$ cat src/hw/rtl/local_max_3x3_detector_macros.svh
// ----------------------------------------------------------------------------
// local_max_3x3_detector assertion macros
// Shared concurrent check forms, clocked on i_clk and disabled in reset.
// ----------------------------------------------------------------------------
`ifndef LOCAL_MAX_3X3_DETECTOR_MACROS_SVH
`define LOCAL_MAX_3X3_DETECTOR_MACROS_SVH

// property checked at every clock edge outside reset
`define LMD_ASSERT(label, prop, msg) \
    label: assert property (@(posedge i_clk) disable iff (!i_rst_n) (prop)) \
        else $error(msg);

// effect checked in the cycle after its cause
`define LMD_ASSERT_NEXT(label, cause, effect, msg) \
    label: assert property (@(posedge i_clk) disable iff (!i_rst_n) (cause) |=> (effect)) \
        else $error(msg);

`endif

$ cat src/hw/rtl/lmd_fifo.sv
`timescale 1ns / 1ps
// ----------------------------------------------------------------------------
// lmd_fifo
// Small register queue with occupancy count, first word shown at the head.
// ----------------------------------------------------------------------------
module lmd_fifo #(
    parameter int WIDTH = 8,
    parameter int DEPTH = 4
) (
    input  logic                         i_clk,
    input  logic                         i_rst_n,
    input  logic                         i_push,
    input  logic [WIDTH-1:0]             i_data,
    input  logic                         i_pop,
    output logic [WIDTH-1:0]             o_data,
    output logic                         o_empty,
    output logic                         o_full,
    output logic [$clog2(DEPTH+1)-1:0]   o_count
);

    localparam int AW    = (DEPTH > 1) ? $clog2(DEPTH) : 1;
    localparam int CNT_W = $clog2(DEPTH + 1);

    logic [WIDTH-1:0] r_mem [DEPTH];
    logic [AW-1:0]    r_wr_ptr, n_wr_ptr;
    logic [AW-1:0]    r_rd_ptr, n_rd_ptr;
    logic [CNT_W-1:0] r_count, n_count;
    logic             do_push, do_pop;

    assign o_empty = (r_count == '0);
    assign o_full  = (r_count == CNT_W'(DEPTH));
    assign o_count = r_count;
    assign o_data  = r_mem[r_rd_ptr];

    assign do_push = i_push && !o_full;
    assign do_pop  = i_pop && !o_empty;

    always_comb begin
        n_wr_ptr = r_wr_ptr;
        n_rd_ptr = r_rd_ptr;
        n_count  = r_count;
        if (do_push) begin
            n_wr_ptr = (r_wr_ptr == AW'(DEPTH - 1)) ? '0 : r_wr_ptr + 1'b1;
        end
        if (do_pop) begin
            n_rd_ptr = (r_rd_ptr == AW'(DEPTH - 1)) ? '0 : r_rd_ptr + 1'b1;
        end
        case ({do_push, do_pop})
            2'b10:   n_count = r_count + 1'b1;
            2'b01:   n_count = r_count - 1'b1;
            default: n_count = r_count;
        endcase
    end

    always_ff @(posedge i_clk) begin
        if (!i_rst_n) begin
            r_wr_ptr <= '0;
            r_rd_ptr <= '0;
            r_count  <= '0;
        end else begin
            r_wr_ptr <= n_wr_ptr;
            r_rd_ptr <= n_rd_ptr;
            r_count  <= n_count;
        end
    end

    always_ff @(posedge i_clk) begin
        if (do_push) begin
            r_mem[r_wr_ptr] <= i_data;
        end
    end

endmodule

$ cat config.mk
export PLATFORM = sky130hd
export DESIGN_NAME = lmd_fifo
export DESIGN_NICKNAME = d
export VERILOG_FILES = /design/src/hw/rtl/local_max_3x3_detector_macros.svh /design/src/hw/rtl/lmd_fifo.sv
export SDC_FILE = /design/constraint.sdc
export NUM_CORES = 1
export LEC_CHECK = 0
export ABC_AREA = 1
export BUFFER_PORTS_ARGS = -buffer_cell sky130_fd_sc_hd__clkbuf_2
export CAP_MARGIN = 20
export CORE_MARGIN = 5
export CORE_UTILIZATION = 32
export CTS_CLUSTER_DIAMETER = 30
export CTS_CLUSTER_SIZE = 12
export DETAILED_ROUTE_END_ITERATION = 16
export GPL_ROUTABILITY_DRIVEN = 0
export GPL_TIMING_DRIVEN = 1
export PLACE_DENSITY = 0.55
export SLEW_MARGIN = 10
export SYNTH_ARGS = -nofsm -noshare
export SYNTH_HDL_FRONTEND = slang
export SYNTH_SLANG_ARGS = --single-unit
$ cat constraint.sdc
create_clock -name i_clk -period 2.3 [get_ports i_clk]
set_input_delay 0.46 -clock i_clk [delete_from_list [all_inputs] [get_ports i_clk]]
set_output_delay 0.46 -clock i_clk [all_outputs]
set_load 0.05 [all_outputs]
# Yosys cells after proc, flatten, opt, wreduce, memory -nomap -nowiden
# Memory sizes are Yosys's and may differ from the RTL's. A register that Yosys moved wholly into a read port is not among the register bits.
# Cells that the tools add are included.
# classes
add_sub_neg,4
eq_ne,5
muxes,7
n_reduce_logical,6
# op_table
cell,count
$mux W2,4
$eq A2 B2 Y1 const B,3
$pmux W3 S2,1
$add A2 B1 Y2 const B,2
$add A3 B1 Y3 const B,1
$eq A3 B3 Y1 const B,1
$logic_not A3 Y1,1
$sub A3 B1 Y3 const B,1
$eq A2 B1 Y1 const B,1
$logic_and A1 B1 Y1,2
$logic_not A1 Y1,2
$mux W1,2
$reduce_bool A2 Y1,1
# totals
regBits,7
ram_bits,32
inputBits,12
out_inout_bits,13
elab_cells,26
n_memories,1
# mem_list
memory,words,width,rd,rd_ports_with_merged_regs,wr,line,text
r_mem,4,8,1,1,1,lmd_fifo.sv:24,logic [WIDTH-1:0] r_mem [DEPTH];

# Depth between registers and ports, before layout
# Gate-level depths: netlist (run 1).
# logic_depth
word_depth,5
ltp_mapped,13
depth_no_buf,13

# Least setup slack after synthesis (run 1)
# Ideal clock, no wire load.
# synth_path
kind,register -> register
start,reg r_count[1] (netlist: o_count[1])
end,reg r_count[2] (netlist: o_count[2])
setup_ps,110
arrival_time_ps,1864
t_required_ps,2190
setup_slack_ps,327
stages_incl_launch_ff,14
path_buffers,0
period_less_slack_ps,1973
path_cell_list,dfxtp_1 > nor2_1 > nand2_1 > nand2_1 > inv_1 > ha_1 > inv_1 > fa_1 > inv_1 > nand2_1 > nand3_1 > nand2_1 > inv_1 > nor2_1
# synth_via
elab_chain_len,5
word_cells_on_any_way,12
cone_classes,add/sub (2); eq/ne (3); mux (1); reduce/logical (6)
# synth_rtl
element,line,text
"start, declared",lmd_fifo.sv:27,"logic [CNT_W-1:0] r_count, n_count;"
"start signal, assigned",lmd_fifo.sv:63,r_count <= n_count;
$logic_not A3 Y1 (*),lmd_fifo.sv:30,assign o_empty = (r_count == '0);
$logic_not A1 Y1 (*),lmd_fifo.sv:36,assign do_pop = i_pop && !o_empty;
$logic_and A1 B1 Y1 (*),lmd_fifo.sv:36,
net do_pop,lmd_fifo.sv:28,"logic do_push, do_pop;"
$eq A2 B1 Y1 / $eq A2 B2 Y1 (equally long branches),lmd_fifo.sv:48,"case ({do_push, do_pop})"
$pmux W3 S2 / $reduce_bool A2 Y1 (equally long branches),n/a,
# Mark *: on every way through the listed nets, which the timed path passes. The rest lies on a longest branch.
# A chain may end at the register's enable or synchronous reset.

==> metrics list, run 1 <==
- Yosys printed 0 warnings.
- The worst setup path is launched from a register.
* Total number of H-tree levels: 2
- Worst-path clk slew: 70 ps
- Ports placed on the boundary: 25
- The number of hold violations in the final report is 0.
- Final max-slew violation count: 0
* Drt via density: 4.32
- Leakage power total: 0.000834 uW
* Final critical path time including I/O delays and setup: 2140 ps
- The number of antenna violations at the first check in global routing came to 0.
- On the critical path, the stage with the largest delay is an instance of sky130_fd_sc_hd__dfxtp_1.
* Share of layout cells above drive strength 1: 0.240
- Of the total power, combinational logic draws 0.410.
- The floorplan step defined a die boundary enclosing 6840 um^2.
- The run finished with clean final reports.
* Power Internal: 1500 uW
- The share of total power dissipated in the clock network is 0.213.
- Critical Setup Path Class: reg2out
- STA puts the critical path data arrival time at 1680 ps.
* Part of the cycle the worst path needs: 0.931
- Derived from the worst setup path, the maximum achievable clock frequency is 0.467 GHz.
- Path type of the worst min-delay path: in2reg
* Sw Ratio: 0.428
- Post-synthesis register bit count: 41
* Post-CTS Setup Inserts: 0
- Relative to the synthesized area, the layout overhead comes to 20.0%.
- Post-synth net total: 166
- STA classifies the critical path endpoint as a primary output.
- The number of antenna diodes in the final layout is 0.
* Initial standard-cell utilization of the core: 0.331
- The via count of the first global-routing pass is 1071.
- In this run, CTS created clock tree buffers numbering 5.
- Global-route wire length before repair: 5180 um
- The core region is 5110 um^2.
- Fraction of power consumed by sequential logic: 0.377
- Summed over all nets, the switching power comes to 1120 uW.
* Library cells used by synthesis: 19
- The cell sitting at the root of the clock tree is a sky130_fd_sc_hd__clkbuf_8.
- Total number of placement rows: 26
- CTS saw 41 sinks.
* Leading cell type in the layout, fill and taps excluded: sky130_fd_sc_hd__edfxtp_1
- The worst-case IR drop observed on VDD is 0.611 mV.
* Instance area after placement: 1920 um^2
- Once layout is done, the placed cells without fillers occupy 2030 um^2.
- On the critical path the largest part of the delay comes from buffers and inverters.
- Number of DRC violations after detailed routing: 0
- Sum of negative setup slack: 0 ps
* Clock Path Buffers: 2
- Maxcap violations: 0
- In this run the tightest slew margin relative to its limit is 0.737.
- Antenna viol nets, final: 0
- Pin count of the biggest net entering global routing: 17
- Worst-case register-to-register setup slack: 540 ps
- Across all setup checks in the final design, the least slack found is 158 ps.
- Seq/Total Area, Yosys: 0.675
* Vert. Die Dim: 82.7 um
- For the worst setup path, the data required time is 1840 ps.
* GR Util All Layers: 0.107
* Nets: 201
- Placed cell count: 245
* Vias after detailed routing: 1092
- During placement, the flow inserted port buffers numbering 24.
- Post-synthesis cell area: 1690 um^2
- Detailed placement finished with a half-perimeter wire length of 2210 um.
- After the flow finishes, the layout carries non-filler instances totaling 253.
- Final-report setup violation count: 0
- In the layout the commonest cells are 32 x sky130_fd_sc_hd__edfxtp_1, 29 x sky130_fd_sc_hd__nor2_1, 24 x sky130_fd_sc_hd__clkbuf_2.
- Horizontal extent of the die: 82.7 um
* Residual overflow from global routing: 0
- Pre-CTS setup slack: 492 ps
- Clock latency on the worst-skew pair, taken at its later pin, is 290 ps.
* Instance count of the mapped netlist: 147
- CTS tree: done
- On the final layout, the worst clock skew is 8.76 ps.
- Buffer and inverter count on the worst path: 2
* Max incr delay on CP: 430 ps
* Drt wl/cell: 12.6 um
- For this block, the routed nets add up to 3180 um of wire.
* Router iterations before antenna repair: 4
- Cells along the critical path: inv_1 -> o21ai_0 -> o22ai_1 -> clkbuf_2
- Largest fanout on the critical path: 9
- Dividing total power by cell area gives a power density of 1290 nW/um^2.
- A synthesized cell averages 11.5 um^2.
- Setup repair after global routing missed its margin: no
- For the pin with the worst max-slew slack, the measured transition is 393 ps.
- The detailed router finished its first iteration with 52 violations.
[power by group through the flow]
stage / combinational, uW / clock, uW / sequential (uW)
after global placement: 1090 / 0 / 1000
final: 1070 / 556 / 987
after CTS: 1100 / 572 / 986
after global routing: 1180 / 611 / 1000
after detailed placement: 1090 / 0 / 1000
after floorplan: 769 / 0 / 1060
[logic make-up after synthesis]
group,after synthesis,synth area share
flip-flops,41,0.675
adder cells (fa/ha/maj),7,0.0562
AND/OR/NAND/NOR,49,0.118
AO/OA/AOI/OAI,29,0.0962
buffers and inverters,21,0.0555
[worst paths after layout]
kind | from | endpoint | cells after the start
worst min register to register | r_rd_ptr[1] | r_rd_ptr[1] | 2
worst min-delay path | i_data[6] | r_mem[2][6] | 1
worst max register to register | o_count[1] | o_count[2] | 12
worst max-delay path | register | o_data[2] | 4
[cell type report]
| type | instances | area (um^2) |
|---|---|---|
| timing repair buffer | 30 | 165 |
| inverter | 19 | 71.3 |
| fill | 520 | 3080 |
| sequential | 41 | 1140 |
| clock buffer | 6 | 72.6 |
| tap | 70 | 87.6 |
| multi-input combinational | 85 | 457 |
| clock inverter | 2 | 35.0 |
[registers in the layout, summed over array words and instances, names as in the netlist, named ones only]
register  count
r_rd_ptr      2
r_mem        32
r_wr_ptr      2
o_count       3
[cells in the mapped netlist]
master,count,area [um^2]
sky130_fd_sc_hd__a21oi_1,3,15.0
sky130_fd_sc_hd__buf_6,2,22.5
sky130_fd_sc_hd__dfxtp_1,9,180
sky130_fd_sc_hd__edfxtp_1,32,961
sky130_fd_sc_hd__fa_1,1,20.0
sky130_fd_sc_hd__ha_1,6,75.1
sky130_fd_sc_hd__inv_1,18,67.6
sky130_fd_sc_hd__inv_2,1,3.75
sky130_fd_sc_hd__nand2_1,14,52.6
sky130_fd_sc_hd__nand2_2,1,6.26
sky130_fd_sc_hd__nand3_1,1,5.00
sky130_fd_sc_hd__nand3b_1,1,7.51
sky130_fd_sc_hd__nand4_1,1,6.26
sky130_fd_sc_hd__nor2_1,29,109
sky130_fd_sc_hd__nor2_2,2,12.5
sky130_fd_sc_hd__o21ai_0,14,70.1
sky130_fd_sc_hd__o21ai_1,2,10.0
sky130_fd_sc_hd__o21ai_2,2,17.5
sky130_fd_sc_hd__o22ai_1,8,50.1
[per-layer routing]
| metal | GRT usage | wire length (um) | vias up | part of all wire |
|---|---|---|---|---|
| li1 | - | - | 567 | - |
| met1 | 0.127 | 1420 | 494 | 0.45 |
| met2 | 0.176 | 1540 | 26 | 0.49 |
| met3 | 0.0325 | 176 | 5 | 0.055 |
| met4 | 0.0490 | 42 | 0 | 0.013 |
| met5 | 0 | 0 | - | 0 |
[repair_timing]
item | in CTS | in global routing
endpoints found under the setup margin | 0 | 1
resized for setup | 0 | 1
hold buffers | 0 | 0
[per-stage QoR]
step	hold WS [ps]	total power [uW]	util
CTS	385	2650	0.397
floorplan	483	1830	-
finish	391	2620	0.398
global placement	522	2090	0.376
global route	382	2790	0.398
detailed placement	527	2090	0.376
Power figures use the tool's default switching activity.
==> run 2, diff against run 1 <==
CORE_UTILIZATION = 55   (was 32)
PLACE_DENSITY = 0.82   (was 0.55)
SETUP_SLACK_MARGIN = 0.3   (was default)
==> run 2 against run 1 <==
First-iteration DRC count grew 60%. Maximum frequency rose by 11%. Clock skew grew 2.2 ps. Hold slack lost 59 ps. Die area decreased by 37%. Critical endpoint is now o_data[7]. Largest cell class unchanged.
==> metrics list, run 2 (same netlist as run 1, synthesis figures left out) <==
- Run status: complete, no violations (unchanged)
* Drt wl/cell: 14.0 um (was 12.6 um)
* Critical Path RT: 1840 ps (about the same)
- Max incr delay on CP: 430 ps (about the same)
- CP Data Arrival Time: 1470 ps (was 1680 ps)
- Number of filler instances in the final layout: 241 (was 520)
* Pwr per Cell Area: 1250 nW/um^2 (was 1290 nW/um^2)
* Sink count of the clock tree: 41 (unchanged)
* Worst reg2reg endpoint: o_count[2] (unchanged)
* Power Internal: 1320 uW (was 1500 uW)
- The first-pass detailed-route iteration total came to 4 (unchanged).
* Sw Ratio: 0.454 (was 0.428)
* Share of layout cells above drive strength 1: 0.236 (was 0.240)
- Global-route wire length before repair: 4910 um (was 5180 um)
- Cell depth of the worst min-delay path: 1 (unchanged)
* Drt via density: 5.20 (was 4.32)
- Largest fanout on the critical path: 12 (was 9)
* Origin of the worst min-delay path: i_data[4] (was i_data[6])
- Number of DRC violations after detailed routing: 0 (unchanged)
- Leakage power total: 0.000806 uW (was 0.000834 uW)
- Worst vdd ir: 0.821 mV (was 0.611 mV)
- Share of total power in the clock network: 0.134 (was 0.213)
- The total number of nets in the final design came to 200 (was 201).
- The residual antenna-violating net count after detailed routing came to 0 (unchanged).
- The kind of critical path was reg2out (unchanged).
- Clock latency at the later pin of the worst-skew pair: 340 ps (was 290 ps)
* CTS tree: done (unchanged)
- Final critical path time including I/O delays and setup: 1930 ps (was 2140 ps)
- Family with the most delay on the worst path: flip-flops (was buffers and inverters)
* Total number of placement rows: 20 (was 26)
- The root buffer selected by CTS was sky130_fd_sc_hd__clkbuf_4 (was sky130_fd_sc_hd__clkbuf_8).
- Cells along the critical path: buf_4 -> o21ai_0 -> o22ai_1 -> clkbuf_4 (was inv_1 -> o21ai_0 -> o22ai_1 -> clkbuf_2).
* Met1 routed wirelength after detailed routing: 1190 um (was 1420 um)
- The via count of the first global-routing pass was 1134 (was 1071).
* Residual overflow from global routing: 0 (unchanged)
* Top sig layer: met4 (unchanged)
- Register with the highest flop count: r_mem (unchanged)
- The met2 wirelength from detailed routing came to 1600 um (was 1540 um).
- The actual slew at the worst max-slew pin was 279 ps (was 393 ps).
- Sw power: 1100 uW (was 1120 uW)
* Final cell count without fillers: 215 (was 253)
- The wire length on met3 was 162 um (was 176 um).
* Worst-path clk slew: 110 ps (was 70 ps)
- Capturing element type of the critical path: primary output (unchanged)
- The area of all sequential standard cells came to 1150 um^2 (was 1140 um^2).
- Number of hold violations in the final report: 0 (unchanged)
- The path category of the worst min-delay check was in2reg (unchanged).
- The total of max-cap violations came to 0 (unchanged).
- Core Region: 3000 um^2 (was 5110 um^2)
* Fraction of power consumed by sequential logic: 0.411 (was 0.377)
- The top achievable clock speed was 0.517 GHz (was 0.467 GHz).
- The number of top-level pins is 25 (unchanged).
- The wire length after detailed routing came to 3010 um (was 3180 um).
- Combinational share of power: 0.455 (was 0.410)
- The library cell contributing the largest single delay on the critical path is sky130_fd_sc_hd__dfxtp_4 (was sky130_fd_sc_hd__dfxtp_1).
* Worst-case register-to-register setup slack: 450 ps (was 540 ps)
- The area of the multi-input gates is 462 um^2 (was 457 um^2).
- The number of pins with negative max-slew slack in the final report came to 0 (unchanged).
- The path depth of the worst reg2reg path is 13 (was 12).
* Final-report setup violation count: 0 (unchanged)
- The number of antenna violations at the first check in global routing was 0 (unchanged).
- Total number of H-tree levels: 2 (unchanged)
* Antenna diode count: 0 (unchanged)
- The number of buffers inserted by port buffering was 24 (unchanged).
* Number of buffers inserted during clock tree synthesis: 5 (unchanged)
- The startpoint type of the worst setup path is a register (unchanged).
- Buffer and inverter count on the worst path: 2 (unchanged)
* DR iter-0 viols: 83 (was 52)
- Placed cell count: 207 (was 245)
* Clock Path Buffers: 2 (unchanged)
- The number of flip-flops in the largest register came to 32 (unchanged).
* Horizontal extent of the die: 65.5 um (was 82.7 um)
- The total number of vias came to 1117 (was 1092).
* Full die area: 4290 um^2 (was 6840 um^2)
- Setup repair after global routing missed its margin: yes (was no)
* Vert. Die Dim: 65.5 um (was 82.7 um)
* Pin count of the biggest net entering global routing: 17 (unchanged)
* Detailed-placement wirelength estimate: 2160 um (was 2210 um)
* End point of the most critical hold path: r_mem[2][4] (was r_mem[2][6])
- Final Skew: 11.0 ps (was 8.76 ps)
* Initial standard-cell utilization of the core: 0.563 (was 0.331)
- Total power after layout: 2420 uW (was 2620 uW)
* Worst reg2reg path startpoint: o_count[1] (unchanged)
- GR Util All Layers: 0.157 (was 0.107)
- Part of the cycle the worst path needs: 0.841 (was 0.931)
- Most frequent cells in the layout: 32 x sky130_fd_sc_hd__edfxtp_1, 29 x sky130_fd_sc_hd__nor2_1, 19 x sky130_fd_sc_hd__clkbuf_2 (was 32 x sky130_fd_sc_hd__edfxtp_1, 29 x sky130_fd_sc_hd__nor2_1, 24 x sky130_fd_sc_hd__clkbuf_2)
- Sum of negative setup slack: 0 ps (unchanged)
- Max-slew headroom: 0.815 (was 0.737)
- Synthesis-to-finish area growth: 14.8% (was 20.0%)
- The leading cell type in the layout, fill and taps excluded is sky130_fd_sc_hd__edfxtp_1 (unchanged).
run 2: cell types whose count changed in the layout (fill, tap and decap cells not counted), sizes merged:
cell / delta
bufinv: -1
run 2: layer usage:
layer | track usage | vias up
li1 | - | 566
met1 | 0.157 | 517
met2 | 0.291 | 27
met3 | 0.0444 | 7
met4 | 0.0855 | 0
met5 | 0 | -
run 2: cell type report:
class                           instances  share of cell area
Clock buffer                            7              0.0232
Clock inverter                          1             0.00193
Inverter                               19              0.0380
Multi-Input combinational cell         85               0.238
Sequential cell                        41               0.590
Tap cell                               33              0.0213
Timing Repair Buffer                   29              0.0876
run 2: repair_timing:
item                                    in CTS  in global routing
endpoints found under the hold margin        0                  0
hold buffers                                 0                  0
pin swaps                                    0                  0
setup buffers                                0                  0
gates cloned                                 0                  0
endpoints found under the setup margin       8                  8
gates resized for setup                      8                  4
run 2: worst max-delay path by stage:
stage,endpoint,cells past startpoint
3_3_place_gp,o_count[2],12
5_1_grt,o_data[7],4
3_5_place_dp,o_count[2],12
6_report,o_data[7],4
4_1_cts,o_data[7],4
2_1_floorplan,o_count[2],13
run 2: power groups by stage:
stage / clock, uW / sequential (uW) / combinational [uW]
2_1_floorplan: 0 / 1060 / 769
3_3_place_gp: 0 / 994 / 1040
3_5_place_dp: 0 / 1010 / 1070
4_1_cts: 338 / 994 / 1100
5_1_grt: 374 / 1010 / 1180
6_report: 324 / 996 / 1100
run 2: metrics by stage:
step                      area [um^2]  utilization  setup WS [ps]  hold WS [ps]
after floorplan                  1690            -            327           483
after global placement           1870        0.622            560           510
after detailed placement         1870        0.622            478           531
after CTS                        1930        0.644            297           312
after global routing             1940        0.647            297           312
final                            1940        0.647            367           332
run 2: worst reg2reg max path: cells and delay by family (launching register included):
| family | cells | cell delay, ps |
|---|---|---|
| flip-flops | 1 | 400 |
| buffers and inverters | 4 | 270 |
| adder cells (fa/ha/maj) | 2 | 550 |
| AND/OR/NAND/NOR | 7 | 550 |
