===== config.mk =====
export PLATFORM = sky130hd
export DESIGN_NAME = lmd_front
export DESIGN_NICKNAME = d
export VERILOG_FILES = /design/src/hw/rtl/lmd_pkg.sv /design/src/hw/rtl/lmd_front.sv
export VERILOG_INCLUDE_DIRS = /design/src /design/src/hw/rtl
export SDC_FILE = /design/constraint.sdc
export NUM_CORES = 1
export LEC_CHECK = 0
export ABC_AREA = 1
export ABC_CLOCK_PERIOD_IN_PS = 5500
export BUFFER_PORTS_ARGS = -buffer_cell sky130_fd_sc_hd__buf_2
export CAP_MARGIN = 20
export CORE_ASPECT_RATIO = 2
export CORE_MARGIN = 8
export CORE_UTILIZATION = 61
export DETAILED_ROUTE_END_ITERATION = 7
export PLACE_DENSITY = 0.79
export REMOVE_ABC_BUFFERS = 1
export SKIP_CTS_REPAIR_TIMING = 1
export SLEW_MARGIN = 10
export SYNTH_ARGS = -nofsm -noshare
export SYNTH_HDL_FRONTEND = slang
export SYNTH_SLANG_ARGS = --single-unit

===== constraint.sdc =====
create_clock -name i_clk -period 5.5 [get_ports i_clk]
set_input_delay 0.55 -clock i_clk [delete_from_list [all_inputs] [get_ports i_clk]]
set_output_delay 0.55 -clock i_clk [all_outputs]
set_load 0.05 [all_outputs]

===== src/hw/rtl/local_max_3x3_detector_macros.svh =====
// ----------------------------------------------------------------------------
// local_max_3x3_detector assertion macros
// Shared concurrent check forms, clocked on i_clk and disabled in reset.
// ----------------------------------------------------------------------------
`ifndef LOCAL_MAX_3X3_DETECTOR_MACROS_SVH
`define LOCAL_MAX_3X3_DETECTOR_MACROS_SVH

// property checked at every clock edge outside reset
`define LMD_ASSERT(label, prop, msg) \
    label: assert property (@(posedge i_clk) disable iff (!i_rst_n) (prop)) \
        else $error(msg);

// effect checked in the cycle after its cause
`define LMD_ASSERT_NEXT(label, cause, effect, msg) \
    label: assert property (@(posedge i_clk) disable iff (!i_rst_n) (cause) |=> (effect)) \
        else $error(msg);

`endif


===== src/hw/rtl/lmd_pkg.sv =====
`timescale 1ns / 1ps
// ----------------------------------------------------------------------------
// lmd_pkg
// Shared widths, register indexes and transaction types of the detector.
// ----------------------------------------------------------------------------
package lmd_pkg;

    localparam int POS_W     = 10;
    localparam int DIM_W     = 11;
    localparam int PIX_W     = 16;
    localparam int COUNT_W   = 20;
    localparam int CFG_IDX_W = 1;

    localparam logic [COUNT_W-1:0]   COUNT_MAX = '1;
    localparam logic [DIM_W-1:0]     ROW_LIMIT = 11'd1024;

    localparam logic [CFG_IDX_W-1:0] REG_FRAME_ROWS = 1'b0;
    localparam logic [CFG_IDX_W-1:0] REG_FRAME_COLS = 1'b1;

    localparam int OPQ_DEPTH = 4;
    localparam int RES_DEPTH = 4;
    localparam int RES_CNT_W = $clog2(RES_DEPTH + 1);

    // one operation handed from the front to the back
    typedef struct packed {
        logic             wr_en;
        logic [1:0]       wr_bank;
        logic [POS_W-1:0] wr_col;
        logic             dec_en;
        logic [POS_W-1:0] dec_row;
        logic [POS_W-1:0] dec_col;
        logic             top_ok;
        logic             bot_ok;
        logic             left_ok;
        logic             right_ok;
        logic             last;
    } t_op;

    typedef struct packed {
        logic               is_max;
        logic [PIX_W-1:0]   value;
        logic [POS_W-1:0]   row;
        logic [POS_W-1:0]   col;
        logic [COUNT_W-1:0] count;
        logic               done;
    } t_result;

endpackage


===== src/hw/rtl/lmd_front.sv =====
`timescale 1ns / 1ps
// ----------------------------------------------------------------------------
// lmd_front
// Frame geometry, input and decision position tracking; turns each accepted
// item into a store write, a window decision, both or nothing.
// ----------------------------------------------------------------------------
`include "local_max_3x3_detector_macros.svh"

module lmd_front #(
    parameter int COL_LIM = 1024
) (
    input  logic                           i_clk,
    input  logic                           i_rst_n,
    input  logic                           i_cfg_we,
    input  logic [lmd_pkg::CFG_IDX_W-1:0]  i_cfg_idx,
    input  logic [lmd_pkg::DIM_W-1:0]      i_cfg_data,
    input  logic                           i_accept,
    input  logic                           i_kind,
    output logic                           o_op_push,
    output lmd_pkg::t_op                   o_op,
    output logic                           o_clear
);

    localparam int PW = lmd_pkg::POS_W;
    localparam int DW = lmd_pkg::DIM_W;
    localparam logic [DW-1:0] COLS_HI = DW'(COL_LIM);

    logic [DW-1:0] r_rows, n_rows;
    logic [DW-1:0] r_cols, n_cols;
    logic [PW-1:0] r_in_row, n_in_row;
    logic [PW-1:0] r_in_col, n_in_col;
    logic          r_in_done, n_in_done;
    logic [DW-1:0] r_lag, n_lag;
    logic [PW-1:0] r_dec_row, n_dec_row;
    logic [PW-1:0] r_dec_col, n_dec_col;

    logic [PW-1:0] rows_m1, cols_m1;
    logic          is_pixel, dec_now, dec_right, dec_bottom;

    function automatic logic [DW-1:0] clamp_dim(input logic [DW-1:0] v,
                                                input logic [DW-1:0] hi);
        logic [DW-1:0] res;
        if (v == '0) begin
            res = DW'(1);
        end else if (v > hi) begin
            res = hi;
        end else begin
            res = v;
        end
        return res;
    endfunction

    assign o_clear = i_cfg_we;

    always_comb begin
        rows_m1    = PW'(r_rows - 1'b1);
        cols_m1    = PW'(r_cols - 1'b1);
        is_pixel   = !r_in_done && !i_kind;
        // decide once the sample right-below the pending position is in
        dec_now    = r_in_done || (is_pixel && (r_lag >= r_cols + 1'b1));
        dec_right  = (r_dec_col == cols_m1);
        dec_bottom = (r_dec_row == rows_m1);

        o_op.wr_en    = is_pixel;
        o_op.wr_bank  = r_in_row[1:0];
        o_op.wr_col   = r_in_col;
        o_op.dec_en   = dec_now;
        o_op.dec_row  = r_dec_row;
        o_op.dec_col  = r_dec_col;
        o_op.top_ok   = (r_dec_row != '0);
        o_op.bot_ok   = !dec_bottom;
        o_op.left_ok  = (r_dec_col != '0);
        o_op.right_ok = !dec_right;
        o_op.last     = dec_right && dec_bottom;
        o_op_push     = i_accept && (is_pixel || dec_now);

        n_rows    = r_rows;
        n_cols    = r_cols;
        n_in_row  = r_in_row;
        n_in_col  = r_in_col;
        n_in_done = r_in_done;
        n_lag     = r_lag;
        n_dec_row = r_dec_row;
        n_dec_col = r_dec_col;

        if (i_cfg_we) begin
            case (i_cfg_idx)
                lmd_pkg::REG_FRAME_ROWS: n_rows = clamp_dim(i_cfg_data, lmd_pkg::ROW_LIMIT);
                lmd_pkg::REG_FRAME_COLS: n_cols = clamp_dim(i_cfg_data, COLS_HI);
                default: ;
            endcase
            n_in_row  = '0;
            n_in_col  = '0;
            n_in_done = 1'b0;
            n_lag     = '0;
            n_dec_row = '0;
            n_dec_col = '0;
        end else if (i_accept) begin
            if (is_pixel) begin
                if (r_in_col == cols_m1) begin
                    n_in_col = '0;
                    if (r_in_row == rows_m1) begin
                        n_in_row  = '0;
                        n_in_done = 1'b1;
                    end else begin
                        n_in_row = r_in_row + 1'b1;
                    end
                end else begin
                    n_in_col = r_in_col + 1'b1;
                end
                if (!dec_now) begin
                    n_lag = r_lag + 1'b1;
                end
            end
            if (dec_now) begin
                if (dec_right) begin
                    n_dec_col = '0;
                    n_dec_row = r_dec_row + 1'b1;
                end else begin
                    n_dec_col = r_dec_col + 1'b1;
                end
                // final position of the frame: start the next one
                if (dec_right && dec_bottom) begin
                    n_in_row  = '0;
                    n_in_col  = '0;
                    n_in_done = 1'b0;
                    n_lag     = '0;
                    n_dec_row = '0;
                    n_dec_col = '0;
                end
            end
        end
    end

    always_ff @(posedge i_clk) begin
        if (!i_rst_n) begin
            r_rows    <= DW'(1);
            r_cols    <= DW'(1);
            r_in_row  <= '0;
            r_in_col  <= '0;
            r_in_done <= 1'b0;
            r_lag     <= '0;
            r_dec_row <= '0;
            r_dec_col <= '0;
        end else begin
            r_rows    <= n_rows;
            r_cols    <= n_cols;
            r_in_row  <= n_in_row;
            r_in_col  <= n_in_col;
            r_in_done <= n_in_done;
            r_lag     <= n_lag;
            r_dec_row <= n_dec_row;
            r_dec_col <= n_dec_col;
        end
    end

    `LMD_ASSERT(a_lag_bound, !r_in_done |-> (r_lag <= r_cols + 1'b1), "input lead over decisions too large")
    `LMD_ASSERT(a_last_after_input, (o_op_push && o_op.dec_en && o_op.last) |-> r_in_done, "frame closed before all input")
    `LMD_ASSERT(a_dec_in_frame, (o_op_push && o_op.dec_en) |-> ((DW'(o_op.dec_row) < r_rows) && (DW'(o_op.dec_col) < r_cols)), "decision outside frame")

endmodule


; ---- Word-level counts from Yosys, hierarchy flattened
; Index checks and enable logic that the tools add are counted.
[classes]
addsub = 8
magnitude_cmp = 2
n_eq_ne = 4
muxes = 24
bitwise_logic = 2
n_reduce_logical = 19
[ops]
columns = operator, count
row1 = $mux 10, 13
row2 = $mux 11, 6
row3 = $add 10x1->10 const B, 4
row4 = $eq 10x10->1, 4
row5 = $add 11x1->11 const B, 2
row6 = $reduce_bool 10->1, 2
row7 = $sub 10x1->10 const B, 2
row8 = $ge 11x11->1, 1
row9 = $gt 11x11->1 const B, 1
row10 = $logic_not 11->1, 1
row11 = $reduce_and 2->1, 3
row12 = $mux 1, 5
row13 = $logic_and 1x1->1, 4
row14 = $logic_not 1->1, 4
row15 = $reduce_and 3->1, 1
row16 = $logic_or 1x1->1, 2
row17 = $not 1->1, 2
row18 = $reduce_bool 2->1, 1
row19 = $reduce_or 2->1, 1
[totals]
ff_bits = 73
output_inout_bits = 41
elab_cells = 67

; ---- Logic depth before layout (Yosys ltp)
; Gate-level depths: netlist of the first run.
[logic_depth]
depth_word = 8
ltp_mapped = 23

; ---- Least setup slack after synthesis of the first run
; No wires, ideal clock.
[synth_timing]
path_type = flip-flop to flip-flop
startpoint = reg r_cols[0]
endpoint = reg r_dec_row[1]
setup_time_ps = 117
arrival_ps = 3105
required_ps = 5383
slack_ps = 2278
stages_incl_launch_ff = 23
n_path_buf = 2
cell_sequence = dfxtp_1 > inv_2 > buf_6 > nor3_1 > inv_1 > nor2_1 > inv_1 > nor3_1 > nand2_1 > xor2_1 > inv_1 > ha_1 > nand2_1 > nor2_1 > nand3_1 > nand3_1 > or2_1 > nand2_1 > a21oi_2 > nand2_4 > o21ai_4 > buf_8 > nor2_2
[synth_between]
elab_chain_cells = 5
[synth_rtl]
columns = element, line_no
row1 = from (decl), lmd_front.sv:29  ; logic [DW-1:0] r_cols, n_cols;
row2 = from (signal assigned), lmd_front.sv:147  ; r_cols <= n_cols;
row3 = $add 11x1->11 / $sub 10x1->10 (equally long branches), "lmd_front.sv:60, lmd_front.sv:57"
row4 = $ge 11x11->1 / $eq 10x10->1 (equally long branches), "lmd_front.sv:60, lmd_front.sv:61"
row5 = $logic_and 1x1->1 (on tied branches), "lmd_front.sv:60, lmd_front.sv:123"
row6 = $logic_or 1x1->1 / $reduce_bool 2->1 (equally long branches), --
row7 = $reduce_and 3->1 (no line), --
row8 = to (signal assigned), lmd_front.sv:152  ; r_dec_row <= n_dec_row;
row9 = to (decl), lmd_front.sv:34  ; logic [PW-1:0] r_dec_row, n_dec_row;
; Several ways; a longest one is shown, not always the timed one.
; A chain may end at the register's enable or synchronous reset.

; ---- Worst setup path in the final report of the first run
[layout_timing]
startpoint = reg r_cols[2]
endpoint = reg r_dec_row[3]
; Same word-level chain as after synthesis.

==> results of run 1 <==
## logic make-up after synthesis
| logic type | count (synthesis) | share of synthesized area [%] |
|---|---|---|
| buffers and inverters | 132 | 9.63 |
| AND/OR/NAND/NOR | 575 | 46.0 |
| XOR/XNOR | 36 | 5.42 |
| AO/OA/AOI/OAI | 102 | 9.33 |
| adder cells (fa/ha/maj) | 21 | 4.52 |
| flip-flops | 73 | 25.1 |
## flip-flops by register name, summed over array words and instances (netlist names)
name and cells:
r_cols 11, r_lag 11, r_dec_col 10, r_dec_row 10, r_in_col 10, r_in_row 10, r_rows 10, r_in_done 1
## power by group
part           internal (mW)  switching (mW)  leakage [nW]  total, mW
clock network          0.409           0.232         0.159      0.640
logic                 0.0920           0.223          2.17      0.315
registers              0.540          0.0209         0.592      0.561
## placed cells by master, fill, tap and decap left out, types with 18 or more instances in the layout
cell       n
nor2_1    96
ha_1      21
xor2_1    33
nor2_2    18
dfxtp_1   73
inv_1    102
buf_2     57
a21oi_1   55
nand2_1  265
nand4_1   31
nor3_1    26
nand3_1   89
o21ai_0   36
## tightest hold or removal path: stages (launching register included)
cell     delay (ns)
dfxtp_1        0.32
inv_1          0.08
a21oi_1        0.06
## final cells by class
class	count	share of cell area, %
Multi-Input combinational cell	734	59.3
Tap cell	104	2.03
Clock inverter	5	1.23
Inverter	107	6.27
Clock buffer	11	3.79
Timing Repair Buffer	58	4.57
Sequential cell	73	22.8
## stage by stage
| step | power (mW) | setup slack [ns] | area [um^2] |
|---|---|---|---|
| floorplan | 0.789 | 1.89 | 5660 |
| global placement | 0.877 | 1.53 | 6080 |
| detailed placement | 0.880 | 1.45 | 6080 |
| CTS | 1.51 | 1.37 | 6400 |
| global route | 1.57 | 0.871 | 6400 |
| finish | 1.52 | 1.34 | 6400 |
## routing by layer
layer | global-route usage, % | vias to the layer above
met5 | 0 | -
met4 | 25.3 | 0
met3 | 3.79 | 84
met2 | 55.0 | 216
met1 | 27.4 | 2882
li1 | - | 3133
## final timing paths
| check | startpoint | end | slack [ns] | cells past startpoint |
|---|---|---|---|---|
| max | r_cols[2] | r_dec_row[3] | 1.34 | 20 |
| min | r_rows[9] | r_rows[9] | 0.51 | 2 |
| max reg2reg | r_cols[2] | r_dec_row[3] | 1.34 | 20 |
| min reg2reg | r_rows[9] | r_rows[9] | 0.51 | 2 |
==> impl_metrics.tcl, run 1 <==
set metrics [dict create \
    status "finished, final reports clean" \
    end_kind "flop" \
    insertion_delay_ns 0.34 \
    rows 50 \
    worst_pin_slew_ns 0.817 \
    synthArstFlopShare_pct 0 \
    grt_overflow_total 0 \
    hold_violations 0 \
    power_density_nw_per_um2 237 \
    fillers 913 \
    multi_input_area_um2 3800 \
    drv_cap 0 \
    worstPathMaxFanout 15 \
    rsz0062_at_grt "no" \
    path_cells "inv_1 -> nor3_1 -> inv_1 -> nor2_1 -> inv_1 -> nor3_1 -> nand2_1 -> xor2_1 -> inv_1 -> ha_1 -> nand2_1 -> nor2_1 -> nand3_1 -> nand3_1 -> or2_1 -> nand2_1 -> a21oi_2 -> nand2_4 -> o21ai_4 -> nor3b_1" \
    crit_type "reg2reg" \
    vias 6315 \
    antenna_found_initial 0 \
    cp_top_family "simple AND/OR/NAND/NOR gates" \
    diodes 0 \
    drive_gt1_share_pct 13.1 \
    power.leakage_nw 2.92 \
    wl_per_cell_um 17.5 \
    clk_pin_slew_ns 0.06 \
    syn-cell-area_um2 5820 \
    synth_ff_type "dfxtp_1" \
    start_util_pct 62.4 \
    grt.total_usage_pct 29.6 \
    syn_area_per_cell_um2 6.20 \
    worstPathArrival_ns 4.37 \
    seqCellArea_um2 1460 \
    placed_cells 1076 \
    synth_area_leaders "dfxtp_1 (25%), nand2_1 (17%), nand3_1 (7.7%), inv_1 (6.6%), nor2_1 (6.2%)" \
    synth_edf_count 0 \
    dr.pass1.iters 5 \
    synth_seq_cells 73 \
    post-dp-hpwl_um 15400 \
    drt_iter0_drc 407 \
    stdcell_count 1092 \
    critPathMaxStageDelay_ns 0.61 \
    portBuffers 57 \
    setup_tns_ns 0 \
    drtAntennaViolNets 0 \
    layout_worst_path_cycle_share_pct 75.7 \
    yosysUniqueCellTypes 41 \
    cp_slowest_cell "dfxtp_1" \
    globalplace.congestion 1.01 \
    synth_warnings 0 \
    finalClockSkew_ns 0.00337 \
    fin_nets 1021 \
    cts_root_buf "clkbuf_16" \
    route.detailed.drc 0 \
    crit_required_ns 5.70 \
    grt_max_degree 26 \
    die_area_um2 13100 \
    numCtsBuffers 9 \
    synth_cells 939 \
    worst-path-buf-inv 4 \
    setup_viol 0 \
    fin_util_pct 68.7 \
    wirelength_um 19200 \
    cp-start-kind "flop" \
    seq_area_frac_synth_pct 25.1 \
    yosys.area.top_type "dfxtp_1" \
    wl_met3_um 778 \
    clkSinkCount 73 \
    area_growth_pct 10.1 \
    synth_top_area_share_pct 25.1 \
    via_per_inst 5.78 \
    htreeDepth 3 \
    die_y_um 154 \
    core_area_um2 9320 \
    slew_violations 0 \
    crit_top_cell "inv_1" \
    final.min_clock_period_ns 4.16 \
    met1Wirelength_um 6650 \
    maxUsedRoutingLayer "met4" \
    cts_tree "done" \
    hp-class "reg2reg" \
    wl_met2_um 10200 \
    slew_headroom_pct 45.5 \
    ctsLongestPathBuffers 2 \
    ios 58 \
    hold_ws_ns 0.510 \
    die_x_um 85.1 \
    irDropWorstVdd_mv 0.187 \
    grt_pass1_wl_um 30500 \
    synth_top_cells_by_count "nand2_1 (265), inv_1 (102), nor2_1 (96), nand3_1 (89), dfxtp_1 (73)" \
    post-synth-top-count-cell "nand2_1" \
    grt_pass1_vias 6162 \
    max_freq_mhz 240 \
]
(Power assumes the default switching activity.)
==> run 2, diff against run 1 <==
ABC_CLOCK_PERIOD_IN_PS = 3800   (was 5500)
CORE_UTILIZATION = 55   (was 61)
PLACE_DENSITY = 0.75   (was 0.79)
clock period = 3.8 ns   (was 5.5 ns; I/O delays follow)
==> run 2 against run 1 <==
Compared with the run above: final area up 2.6%; critical path depth down 10; global-route usage about the same; register-to-register slack worse by 0.98 ns; wire length rose by 6.2%; worst hold slack lost 0.17 ns; largest cell class unchanged.
==> impl_metrics.tcl, run 2 (synthesis gave the netlist of run 1 again) <==
set metrics [dict create \
    status "finished, final reports clean" \
    hp-class "in2reg" \
    ios 58 \
    drv_cap 0 \
    clk_pin_slew_ns 0.06 \
    crit_required_ns 3.42 \
    vias 6394 \
    insertion_delay_ns 0.34 \
    reg_top3 "r_cols x11, r_lag x11" \
    grt_pass1_wl_um 32100 \
    numCtsBuffers 9 \
    fin_util_pct 63.1 \
    drtAntennaViolNets 0 \
    htreeDepth 3 \
    dp_slack_ns 0.268 \
    p_comb_share_pct 20.8 \
    worstPathMaxFanout 12 \
    worst-path-buf-inv 4 \
    worst_pin_slew_ns 1.00 \
    max_freq_mhz 277 \
    drive_gt1_share_pct 14.2 \
    fin_nets 1030 \
    grt_overflow_total 0 \
    setup_viol 0 \
    cts_root_buf "clkbuf_16" \
    rows 53 \
    final.min_clock_period_ns 3.61 \
    grt.total_usage_pct 29.7 \
    reg2reg_depth 17 \
    layout_worst_path_cycle_share_pct 95.1 \
    dr.pass1.iters 5 \
    cts_tree "done" \
    wl_per_cell_um 17.9 \
    finalClockSkew_ns 0.00628 \
    cp_top_family "compound AO/OA/AOI/OAI gates" \
    irDropWorstVdd_mv 0.262 \
    path_cells "inv_2 -> buf_4 -> ha_1 -> nand2_4 -> o21ai_0 -> nand3_1 -> nand4_1 -> nor2_4 -> inv_1 -> buf_2" \
    post-dp-hpwl_um 16100 \
    slew_violations 0 \
    crit_type "reg2out" \
    via_per_inst 5.64 \
    ctsLongestPathBuffers 2 \
    switching_share_pct 30.7 \
    p_clk_share_pct 44.7 \
    grt_max_degree 26 \
    power_density_nw_per_um2 355 \
    cp.depth 10 \
    drt_iter0_drc 381 \
    rsz0062_at_grt "no" \
    pwr-share-seq_pct 34.5 \
    hold_ws_ns 0.343 \
    worstPathArrival_ns 3.23 \
    setup_ws_ns 0.188 \
    final_cell_area_um2 6570 \
    core_area_um2 10400 \
    grt_pass1_vias 6464 \
    critPathMaxStageDelay_ns 0.81 \
    power.leakage_nw 2.98 \
    setup_tns_ns 0 \
    die_y_um 161 \
    diodes 0 \
    placed_area_um2 6190 \
    die_x_um 88.7 \
    portBuffers 57 \
    area_growth_pct 12.9 \
    die_area_um2 14300 \
    cp-start-kind "flop" \
    wirelength_um 20300 \
    start_util_pct 55.9 \
    cp_slowest_cell "o21ai_0" \
    antenna_found_initial 0 \
    holdPathStages 3 \
    netSwitchingPower_uw 717 \
    hold_violations 0 \
    route.detailed.drc 0 \
    clkSinkCount 73 \
    end_kind "output pin" \
    slew_headroom_pct 32.5 \
    layout_commonest_cell "nand2_1" \
    globalplace.congestion 1.03 \
    p_int_mw 1.62 \
    mostFrequentLayoutCells "nand2_1 (265), inv_1 (102), nor2_1 (96)" \
]
run 2: changes by cell type in the layout (fill, tap and decap cells not counted), sizes merged:
cell	previous run	this run
buf	58	67
bufinv	2	3
clkbuf	11	12
clkinv	3	0
clkinvlp	0	1
run 2: final timing paths:
check           startpoint  slack, ns            to
max              r_cols[0]       0.19       o_op[1]
min          i_cfg_data[8]       0.34     r_cols[8]
max reg2reg      r_cols[3]       0.36  r_dec_row[3]
min reg2reg      r_rows[9]       0.49     r_rows[9]
run 2: routing by layer:
metal,part of all wire (%),global-route usage (%)
met5,0,0
met4,9.7,28.9
met3,4.9,7.02
met2,52,52.0
met1,33,25.9
run 2: through the flow:
| stage | std cells | power (mW) |
|---|---|---|
| after floorplan | 914 | 1.14 |
| after global placement | 1118 | 1.29 |
| after detailed placement | 1118 | 1.29 |
| after CTS | 1134 | 2.33 |
| after global routing | 1134 | 2.42 |
| final | 1134 | 2.33 |
run 2: power by group through the flow:
stage	combinational [mW]	sequential [mW]	clock [mW]
2_1_floorplan	0.321	0.822	0
3_3_place_gp	0.468	0.822	0
3_5_place_dp	0.471	0.822	0
4_1_cts	0.474	0.805	1.05
5_1_grt	0.532	0.808	1.08
6_report	0.485	0.806	1.04
run 2: cell type report:
cell class | instances | area (um^2)
Tap cell | 137 | 171
Timing Repair Buffer | 67 | 367
Fill cell | 1094 | 3840
Sequential cell | 73 | 1460
Multi-Input combinational cell | 734 | 3800
Inverter | 107 | 402
Clock buffer | 12 | 267
Clock inverter | 4 | 97.6
run 2: worst reg2reg max path, stage by stage (launching register included):
cell,delay [ns]
dfxtp_1,0.47
buf_4,0.19
nand3_1,0.13
nor3_1,0.33
nand3_1,0.14
xor2_1,0.17
ha_1,0.31
nand2_1,0.08
nor2_1,0.15
nand3_1,0.09
nand3_1,0.09
or2_1,0.14
nand2_1,0.09
a21oi_2,0.20
nand2_4,0.14
o21ai_4,0.26
buf_4,0.27
nor3b_1,0.08
==> run 3, diff against run 2 <==
ABC_CLOCK_PERIOD_IN_PS = 4190   (was 3800)
CORE_UTILIZATION = 61   (was 55)
PLACE_DENSITY = 0.79   (was 0.75)
clock period = 4.19 ns   (was 3.8 ns; I/O delays follow)
==> run 3 against run 2 <==
Compared with the run above: clock-buffer cell count down 3; first-iteration DRC count up 18%; sequential cell count unchanged; clock skew up 0.0040 ns; utilization up 5.8 points; highest routed layer unchanged.
==> impl_metrics.tcl, run 3 (synthesis gave the netlist of run 1 again) <==
set metrics [dict create \
    core_area_um2 9320 \
    worstPathArrival_ns 3.42 \
    clkSinkCount 73 \
    pwr-share-seq_pct 37.9 \
    end_kind "output pin" \
    wl_met2_um 10100 \
    path_cells "inv_2 -> nor3_1 -> inv_1 -> nor2_1 -> inv_1 -> nor3_1 -> nand2_1 -> xor2_1 -> inv_1 -> ha_1 -> nand2_1 -> nor2_1 -> nand3_1 -> nand3_1 -> or2_1 -> nand2_1 -> nand2_1 -> clkbuf_4" \
    stdcell_count 1097 \
    rsz0062_at_grt "no" \
    htreeDepth 3 \
    critPathMaxStageDelay_ns 0.40 \
    numCtsBuffers 9 \
    drive_gt1_share_pct 13.6 \
    slew_headroom_pct 44.2 \
    multi_input_area_um2 3800 \
    die_y_um 154 \
    crit_top_cell "nand2_1" \
    power.leakage_nw 2.92 \
    hold_start "i_cfg_data[2]" \
    seqCellArea_um2 1460 \
    dr.pass1.iters 5 \
    p_int_mw 1.29 \
    clk_pin_slew_ns 0.06 \
    area_growth_pct 10.3 \
    cp_top_family "simple AND/OR/NAND/NOR gates" \
    reg_top3 "r_cols x11, r_lag x11" \
    wirelength_um 19300 \
    grt_pass1_wl_um 30400 \
    grt.total_usage_pct 29.8 \
    die_area_um2 13100 \
    insertion_delay_ns 0.35 \
    cp_slowest_cell "dfxtp_1" \
    worst_pin_slew_ns 0.836 \
    grt_pass1_vias 6109 \
    layout_commonest_cell "nand2_1" \
    wl_per_cell_um 17.6 \
    drt_iter0_drc 449 \
    netSwitchingPower_uw 638 \
    portBuffers 57 \
    p_clk_share_pct 40.2 \
    crit_type "reg2out" \
    crit_required_ns 3.77 \
    fin_nets 1026 \
    route.detailed.drc 0 \
    cts_tree "done" \
    fillers 904 \
    finalClockSkew_ns 0.0103 \
    grt_overflow_total 0 \
    mostFrequentLayoutCells "nand2_1 (265), inv_1 (102), nor2_1 (96)" \
    slew_violations 0 \
    irDropWorstVdd_mv 0.222 \
    die_x_um 85.1 \
    grt_max_degree 26 \
    setup_tns_ns 0 \
    antenna_found_initial 0 \
    worstPathMaxFanout 13 \
    ctsLongestPathBuffers 2 \
    met1Wirelength_um 6650 \
    vias 6391 \
    cp-start-kind "flop" \
    via_per_inst 5.83 \
    worst-path-buf-inv 5 \
    placed_cells 1081 \
    setup_viol 0 \
    startpoint "r_cols[0]" \
    switching_share_pct 33.0 \
    rows 50 \
    diodes 0 \
    cp.depth 18 \
    cts_root_buf "clkbuf_16" \
    globalplace.congestion 1.07 \
    drv_cap 0 \
    post-dp-hpwl_um 15300 \
    drtAntennaViolNets 0 \
    ios 58 \
    p_comb_share_pct 21.9 \
    reg2reg_depth 20 \
    layout_worst_path_cycle_share_pct 91.7 \
    power_density_nw_per_um2 301 \
    wl_met3_um 954 \
    hp-class "in2reg" \
    hold_violations 0 \
    holdPathStages 3 \
    status "finished, final reports clean" \
    maxUsedRoutingLayer "met4" \
    reg2reg_from "r_cols[0]" \
    final.min_clock_period_ns 3.84 \
    start_util_pct 62.4 \
    max_freq_mhz 260 \
]
run 3: per-layer routing:
layer  vias up  global-route usage, %
met1      2854                   28.2
met3       107                   4.48
met4         0                   24.0
met2       272                   54.7
met5         -                      0
li1       3158                      -
run 3: power by group through the flow:
stage	combinational [mW]	clock [mW]	sequential [mW]
global placement	0.410	0	0.746
global route	0.465	0.811	0.734
floorplan	0.291	0	0.745
finish	0.423	0.775	0.732
CTS	0.416	0.784	0.732
detailed placement	0.413	0	0.747
run 3: final cells by class:
cell class                      instances  share of cell area [%]
Tap cell                              104                    2.03
Clock inverter                          7                    1.11
Timing Repair Buffer                   63                    5.18
Clock buffer                            9                    3.51
Multi-Input combinational cell        734                    59.2
Inverter                              107                    6.26
Sequential cell                        73                    22.8
run 3: worst paths after layout:
check,to,slack (ns)
max,o_op[25],0.35
min,r_cols[2],0.40
max reg2reg,r_dec_row[3],0.47
min reg2reg,r_rows[9],0.49
run 3: worst register-to-register path, stage by stage, from the launching register on:
cell	delay [ns]
dfxtp_1	0.40
inv_2	0.15
nor3_1	0.24
inv_1	0.09
nor2_1	0.16
inv_1	0.08
nor3_1	0.25
nand2_1	0.11
xor2_1	0.15
inv_1	0.06
ha_1	0.29
nand2_1	0.07
nor2_1	0.14
nand3_1	0.09
nand3_1	0.09
or2_1	0.15
nand2_1	0.10
a21oi_2	0.21
nand2_4	0.15
o21ai_4	0.52
nor3b_1	0.12
run 3: metrics by stage:
step | util [%] | area, um^2 | setup slack [ns] | total power [mW] | hold WS, ns
after floorplan | - | 5660 | 0.583 | 1.04 | 0.440
after global placement | 65.7 | 6120 | 0.652 | 1.16 | 0.472
after detailed placement | 65.7 | 6120 | 0.547 | 1.16 | 0.477
after CTS | 68.8 | 6420 | 0.377 | 1.93 | 0.387
after global routing | 68.9 | 6420 | 0.00241 | 2.01 | 0.393
final | 68.9 | 6420 | 0.348 | 1.93 | 0.399
